**src/rtl/growing_tree_maze_generator_assert.svh**
```systemverilog
// Assertion helpers for the maze generator datapath
`ifndef GROWING_TREE_MAZE_GENERATOR_ASSERT_SVH
`define GROWING_TREE_MAZE_GENERATOR_ASSERT_SVH

// condition holds at every edge outside reset
`define GTM_ASSERT_ALWAYS(lbl, clk, rst_n, cond, msg) \
	lbl: assert property (@(posedge clk) disable iff (!rst_n) (cond)) else $error(msg);

// consequent holds in the same cycle as the antecedent
`define GTM_ASSERT_IMP(lbl, clk, rst_n, ante, cons, msg) \
	lbl: assert property (@(posedge clk) disable iff (!rst_n) (ante) |-> (cons)) else $error(msg);

// consequent holds in the cycle after the antecedent
`define GTM_ASSERT_NEXT(lbl, clk, rst_n, ante, cons, msg) \
	lbl: assert property (@(posedge clk) disable iff (!rst_n) (ante) |=> (cons)) else $error(msg);

`endif

```
**src/rtl/gtm_pkg.sv**
```systemverilog
package gtm_pkg;

	localparam int COORD_W        = 8;
	localparam int XY_OUT_W       = 6;
	localparam int KIND_W         = 2;
	localparam int OPEN_W         = 11;
	localparam int RAND_W         = 16;
	localparam int CFG_IDX_W      = 1;
	localparam int DEF_GRID_W     = 63;
	localparam int DEF_GRID_H     = 63;
	localparam int DEF_LIST_DEPTH = 1024;

	localparam logic [XY_OUT_W-1:0] START_RESET = 6'd30;

	localparam logic [KIND_W-1:0] KIND_WALL     = 2'd0;
	localparam logic [KIND_W-1:0] KIND_PASSAGE  = 2'd1;
	localparam logic [KIND_W-1:0] KIND_FRONTIER = 2'd2;

	localparam logic CMD_RESTART = 1'b0;
	localparam logic CMD_STEP    = 1'b1;

	localparam logic [CFG_IDX_W-1:0] REG_START_X = 1'd0;
	localparam logic [CFG_IDX_W-1:0] REG_START_Y = 1'd1;

	localparam logic [1:0] DIR_LEFT  = 2'd0;
	localparam logic [1:0] DIR_RIGHT = 2'd1;
	localparam logic [1:0] DIR_UP    = 2'd2;
	localparam logic [1:0] DIR_DOWN  = 2'd3;

	typedef enum logic [4:0] {
		OP_NONE,
		OP_LOAD,
		OP_CLR,
		OP_SEED,
		OP_DIV,
		OP_PICK_RD,
		OP_PICK_LATCH,
		OP_CARVE_RD,
		OP_CARVE1,
		OP_CARVE2,
		OP_NB_FIRST,
		OP_NB,
		OP_NB_LAST,
		OP_REMOVE,
		OP_SH_RD,
		OP_SH_WR,
		OP_DEC,
		OP_EMIT
	} dp_op_t;

	typedef struct packed {
		dp_op_t     op;
		logic [1:0] sel;
	} gtm_cmd_t;

	typedef struct packed {
		logic clr_last;
		logic div_last;
		logic count_zero;
		logic carve_ok;
		logic open_left;
		logic shift_more;
		logic emit_last;
	} gtm_stat_t;

	function automatic logic signed [2:0] step_dx(input logic [1:0] dir);
		case (dir)
			DIR_LEFT:  step_dx = -3'sd1;
			DIR_RIGHT: step_dx = 3'sd1;
			default:   step_dx = 3'sd0;
		endcase
	endfunction

	function automatic logic signed [2:0] step_dy(input logic [1:0] dir);
		case (dir)
			DIR_UP:   step_dy = 3'sd1;
			DIR_DOWN: step_dy = -3'sd1;
			default:  step_dy = 3'sd0;
		endcase
	endfunction

endpackage

```
**src/rtl/gtm_ctrl.sv**
```systemverilog
module gtm_ctrl import gtm_pkg::*; (
	input  logic      clk,
	input  logic      arst_n,
	input  logic      start,
	input  logic      command,
	input  gtm_stat_t stat,
	output gtm_cmd_t  cmd,
	output logic      busy
);

	typedef enum logic [4:0] {
		ST_IDLE,
		ST_CLR,
		ST_SEED,
		ST_DIV,
		ST_PICK,
		ST_PICKW,
		ST_CREAD,
		ST_CCHK,
		ST_CARVE1,
		ST_CARVE2,
		ST_NB0,
		ST_NB,
		ST_NBL,
		ST_RMCHK,
		ST_REMOVE,
		ST_SHCHK,
		ST_SHRD,
		ST_SHWR,
		ST_DEC,
		ST_EMIT
	} state_t;

	state_t     state_q;
	logic       restart_q;
	logic [1:0] nb_q;
	logic       busy_q;

	always_ff @(posedge clk or negedge arst_n) begin
		if (!arst_n) begin
			state_q   <= ST_CLR;
			restart_q <= 1'b0;
			nb_q      <= '0;
			busy_q    <= 1'b1;
		end else begin
			case (state_q)
				ST_IDLE: begin
					if (start) begin
						busy_q <= 1'b1;
						if (command == CMD_RESTART) begin
							restart_q <= 1'b1;
							state_q   <= ST_CLR;
						end else if (stat.count_zero) begin
							state_q <= ST_EMIT;
						end else begin
							state_q <= ST_DIV;
						end
					end
				end
				ST_CLR: begin
					if (stat.clr_last) begin
						if (restart_q) begin
							state_q <= ST_SEED;
						end else begin
							state_q <= ST_IDLE;
							busy_q  <= 1'b0;
						end
					end
				end
				ST_SEED:   state_q <= ST_EMIT;
				ST_DIV:    if (stat.div_last) state_q <= ST_PICK;
				ST_PICK:   state_q <= ST_PICKW;
				ST_PICKW:  state_q <= ST_CREAD;
				ST_CREAD:  state_q <= ST_CCHK;
				ST_CCHK:   state_q <= stat.carve_ok ? ST_CARVE1 : ST_NB0;
				ST_CARVE1: state_q <= ST_CARVE2;
				ST_CARVE2: state_q <= ST_NB0;
				ST_NB0: begin
					nb_q    <= 2'd1;
					state_q <= ST_NB;
				end
				ST_NB: begin
					nb_q <= nb_q + 1'b1;
					if (nb_q == DIR_DOWN)
						state_q <= ST_NBL;
				end
				ST_NBL:    state_q <= ST_RMCHK;
				ST_RMCHK:  state_q <= stat.open_left ? ST_EMIT : ST_REMOVE;
				ST_REMOVE: state_q <= ST_SHCHK;
				ST_SHCHK:  state_q <= stat.shift_more ? ST_SHRD : ST_DEC;
				ST_SHRD:   state_q <= ST_SHWR;
				ST_SHWR:   state_q <= ST_SHCHK;
				ST_DEC:    state_q <= ST_EMIT;
				ST_EMIT: begin
					if (stat.emit_last) begin
						state_q   <= ST_IDLE;
						restart_q <= 1'b0;
						busy_q    <= 1'b0;
					end
				end
				default: state_q <= ST_IDLE;
			endcase
		end
	end

	always_comb begin
		cmd.sel = 2'd0;
		case (state_q)
			ST_IDLE:   cmd.op = start ? OP_LOAD : OP_NONE;
			ST_CLR:    cmd.op = OP_CLR;
			ST_SEED:   cmd.op = OP_SEED;
			ST_DIV:    cmd.op = OP_DIV;
			ST_PICK:   cmd.op = OP_PICK_RD;
			ST_PICKW:  cmd.op = OP_PICK_LATCH;
			ST_CREAD:  cmd.op = OP_CARVE_RD;
			ST_CARVE1: cmd.op = OP_CARVE1;
			ST_CARVE2: cmd.op = OP_CARVE2;
			ST_NB0:    cmd.op = OP_NB_FIRST;
			ST_NB: begin
				cmd.op  = OP_NB;
				cmd.sel = nb_q;
			end
			ST_NBL:    cmd.op = OP_NB_LAST;
			ST_REMOVE: cmd.op = OP_REMOVE;
			ST_SHRD:   cmd.op = OP_SH_RD;
			ST_SHWR:   cmd.op = OP_SH_WR;
			ST_DEC:    cmd.op = OP_DEC;
			ST_EMIT:   cmd.op = OP_EMIT;
			default:   cmd.op = OP_NONE;
		endcase
	end

	assign busy = busy_q;

endmodule
```
**config.mk**
```make
export PLATFORM = sky130hd
export DESIGN_NAME = gtm_ctrl
export DESIGN_NICKNAME = d
export VERILOG_FILES = /design/src/rtl/growing_tree_maze_generator_assert.svh /design/src/rtl/gtm_pkg.sv /design/src/rtl/gtm_ctrl.sv
export SDC_FILE = /design/constraint.sdc
export NUM_CORES = 1
export LEC_CHECK = 0
export BUFFER_PORTS_ARGS = -buffer_cell sky130_fd_sc_hd__buf_4
export CAP_MARGIN = 40
export CORE_AREA = 2 2 44 46
export CTS_CLUSTER_DIAMETER = 150
export DETAILED_ROUTE_END_ITERATION = 8
export DIE_AREA = 0 0 46 48
export PLACE_DENSITY = 0.73
export SLEW_MARGIN = 20
export SYNTH_ARGS = -nofsm -noshare
export SYNTH_HDL_FRONTEND = slang
export SYNTH_SLANG_ARGS = --single-unit
```
**constraint.sdc**
```tcl
create_clock -name clk -period 2.2 [get_ports clk]
set_clock_uncertainty 0.05 [all_clocks]
set_input_delay 0.44 -clock clk [delete_from_list [all_inputs] [get_ports clk]]
set_output_delay 0.44 -clock clk [all_outputs]
set_load 0.05 [all_outputs]
```
Word-level counts from Yosys, hierarchy flattened
Cells that the tools add are included.

word-level totals
  register bits after elaboration = 9
  bits of input ports = 11
  output and inout bits = 8
  word-level logic and storage cells = 65

cells by class
  add/sub/neg operators = 1
  equal/unequal tests = 27
  mux-type cells = 24
  reductions and logical operators = 9

operator list
  cell                                                                    number
  5-bit one-hot mux with 18 select lines                                  1
  5-bit one-hot mux with 17 select lines                                  1
  5-bit by 4-bit equality test with 1-bit output (second input constant)  8
  5-bit two-way mux                                                       8
  5-bit by 3-bit equality test with 1-bit output (second input constant)  4
  5-bit equality test (second input constant)                             4
  2-bit != test (second input constant)                                   7
  5-bit by 2-bit equality test with 1-bit output (second input constant)  2
  5-bit AND reduction                                                     2
  2-bit two-way mux                                                       4
  1-bit two-way mux                                                       7
  5-bit by 1-bit equality test with 1-bit output (second input constant)  1
  5-bit zero test                                                         1
  2-bit one-hot mux with 2 select lines                                   1
  4-bit AND reduction                                                     1
  2-bit nonzero test                                                      2
  2-bit OR reduction                                                      2
  1-bit one-hot mux with 3 select lines                                   1
  3-bit nonzero test                                                      1
  2-bit by 1-bit adder with 2-bit output (second input constant)          1
  2-bit equality test (second input constant)                             1
  1-bit one-hot mux with 2 select lines                                   1

Logic depth before layout (Yosys ltp)
  word-level depth = 4
  depth in mapped cells = 6
  depth with buffers taken out = 4

Worst setup path before layout
OpenSTA, ideal clock, no wires.

  kind = reg2out
  from = reg state_q[3]
  to = out cmd[3] in the netlist's numbering
  arrival time = 2009 ps
  data required time = 1710 ps
  setup slack = -299 ps
  stages on the path, launching flop included = 4
  buffers on the path = 2
  path through = dfrtp_1 > buf_2 > buf_2 > o32ai_1

RTL lines
  element                 line            source
  from (decl)             gtm_ctrl.sv:34  state_t state_q;
  from (signal assigned)  gtm_ctrl.sv:75  ST_CCHK: state_q <= stat.carve_ok ? ST_CARVE1 : ST_NB0;
  from (signal assigned)  gtm_ctrl.sv:88  ST_RMCHK: state_q <= stat.open_left ? ST_EMIT : ST_REMOVE;
  from (signal assigned)  gtm_ctrl.sv:90  ST_SHCHK: state_q <= stat.shift_more ? ST_SHRD : ST_DEC;
  to (decl)               gtm_ctrl.sv:7   output gtm_cmd_t cmd,

==> results.toml <==
[grt]
gr-total-overflow = 0
antenna_found_initial = 0
grt_pass1_wl_um = 3400
grt_max_degree = 20
track_usage_pct = 21.7
grt_pass1_vias = 716

[setup_path]
required_ns = 1.71
r2r-end = "state_q[1]$_DFFE_PN0P_"
critPathMaxStageDelay_ns = 0.51
cp_max_fo = 15
cp-end-kind = "output pin"
r2r-start = "state_q[1]$_DFFE_PN0P_"
cp_slowest_cell = "dfrtp_2"
crit_top_cell = "buf_4"
r2r_cells = 5
setup.worst_path.class = "reg -> out"
cp.arrival_ns = 1.65
start_kind = "flop"
path_cells = "buf_4 > or2_2 > nor2_1 > buf_4"
reg2reg_slack_ns = 0.36

[timing]
fmax_mhz = 467
setup_viol = 0
maxSlewViolCount = 0
slew_headroom_pct = 70.2
worst_pin_slew_ns = 0.443
period_share_pct = 97.3
layout_min_cycle_time_ns = 2.14
hold_viol = 0

[yosys]
ys_top_cells_by_count = "nand2_1, nor2_1, buf_2, dfrtp_1"
synth_top_flop_cell = "dfrtp_1"
synth_area_per_cell_um2 = 8.17
synth_area_leader_cell = "dfrtp_1"
ys_seq_elements = 9
synth_edf_count = 0
ys_top_cells_by_area = "dfrtp_1, dfstp_2, nand2_1, buf_2, nor2_1"
yosysMostFrequentCell = "nand2_1"
yosysWarningCount = 0
synth.distinct_cells = 48
syn_area_um2 = 833
synth_top_area_share_pct = 21.0
syn_nets = 114
synthArstFlopShare_pct = 100
ys_seq_area_share_pct = 27.3
synth_cells = 102

[worst_hold_path]
hp-class = "in -> reg"
hold_path_depth = 2
min_from = "start"
min_to = "busy$_DFFE_PN1P_"

[floorplanning]
dieArea_mm2 = 0.00221
initial_core_util_pct = 49.3
io_pins = 19
row_count = 15
die_height_um = 48
core_area_mm2 = 0.00169
dieWidth_um = 46

[drt]
num_vias = 843
wl_um = 2140
ant_nets = 0
detail_route.vias_per_cell = 6.24
first_pass_iters = 4
wl_per_cell_um = 15.9
drc_errors = 0
dr.first_iter.drc_count = 33

[clock_tree]
cts_tree = "yes"
post_cts_buffers = 0
cts_root_buf = "clkbuf_4"
cts_buffer_depth = 2
cts_made_buffers = 3
cts-htree-levels = 1
clk_pin_slew_worst_paths_ns = 0.07
clk_latency_ns = 0.27
clock_sinks = 9

[placement]
place_inst = 130
port_buffers = 18
place_area_um2 = 973
gp_congestion = 0.870
hpwlAfterDp_um = 1490

[finish]
fin_cells = 135
n_fill_cell = 160
finalNetCount = 131
layout-drive-gt1-share_pct = 36.4
area.growth.synth_to_final_pct = 22.5
antenna_cells = 0
final_area_mm2 = 0.00102

[power]
worst_ir_drop_vdd_mv = 1.18
power.static_leakage_uw = 0.000428
p_per_area_mw_per_mm2 = 1730

[run]
drv_cap = 0

[run_status]
status = "finished, final reports clean"
final cells by class:
class | instances | area (µm²) | area share (%)
repair buffers | 22 | 171 | 16.8
flip-flops and latches | 9 | 235 | 23.0
clock buffers | 4 | 26.3 | 2.57
multi-input cells | 81 | 559 | 54.8
inverters | 2 | 7.51 | 0.735
well taps | 17 | 21.3 | 2.08
layer usage:
| layer | vias to the layer above | part of all wire, % | track usage (%) |
|---|---|---|---|
| met2 | 43 | 44 | 31.1 |
| met4 | 0 | 0 | 4.57 |
| met5 | - | 0 | 0 |
| li1 | 417 | - | - |
| met3 | 0 | 8.5 | 5.66 |
| met1 | 383 | 48 | 32.5 |
cell usage in the layout, fill, tap and decap left out, types with 2 or more instances in the layout:
cell type and instances:
a21oi_1 3, a22oi_1 2, a31oi_1 2, and3_1 3
buf_4 20, clkbuf_4 3, dfrtp_1 4, dfrtp_2 3
nand2_1 10, nand2b_1 2, nand3b_1 2, nor2_1 9
nor2b_1 4, nor3_1 5, nor3_2 2, o21ai_0 3
o21ai_1 4
timing repair:
action | CTS | global route
hold endpoints to repair | 7 | 0
gates resized for setup | 1 | 4
hold buffers | 1 | 0
endpoints found under the setup margin | 2 | 5
cell families after synthesis:
logic type	count (synthesis)	share of synthesized area [%]
DFF	9	27.3
xor gates and xnor gates	1	1.05
adders and majority gates	1	1.50
AOI/OAI and AO/OA	30	27.2
buffers and inverters	12	7.36
and+or+nand+nor	47	33.0
muxes	2	2.55
worst max path at each step:
stage,startpoint,end,cells past startpoint
after floorplan,state_q[3]$_DFFE_PN0P_,cmd[3],5
after global placement,state_q[4]$_DFFE_PN0P_,cmd[0],3
after detailed placement,state_q[3]$_DFFE_PN0P_,cmd[6],4
after CTS,state_q[0]$_DFFE_PN1P_,cmd[2],5
after global routing,state_q[0]$_DFFE_PN1P_,cmd[2],5
final,state_q[3]$_DFFE_PN0P_,cmd[6],4
flip-flops by register name, summed over array words and instances (netlist names):
signal,count
restart_q,1
state_q,5
busy,1
nb_q,2
worst max-delay path: cells and delay by family, from the launching register on:
kind | cells | cell delay [ns]
simple gates | 2 | 0.44
flops | 1 | 0.51
buf+inv | 2 | 0.43
power breakdown:
group | total, µW | internal, µW | switching [µW] | leakage [µW]
sequential | 450 | 260 | 190 | 0.0000990
combinational | 1180 | 477 | 708 | 0.000314
clock | 130 | 69.9 | 60.4 | 0.0000150
total | 1770 | 807 | 958 | 0.000428
metrics by stage:
stage               setup slack, ns  setup TNS (ns)  total power (µW)  utilization (%)  hold WS [ns]
floorplan                     0.120               0              1330                -        0.0944
global placement              0.310               0              1570             57.6         0.220
detailed placement            0.289               0              1590             57.6         0.221
CTS                         0.00606               0              1730             59.9         0.403
global route               -0.00807        -0.00807              1890             60.4         0.407
finish                       0.0584               0              1770             60.4         0.405
No activity file was read; power rests on OpenSTA's default activity.
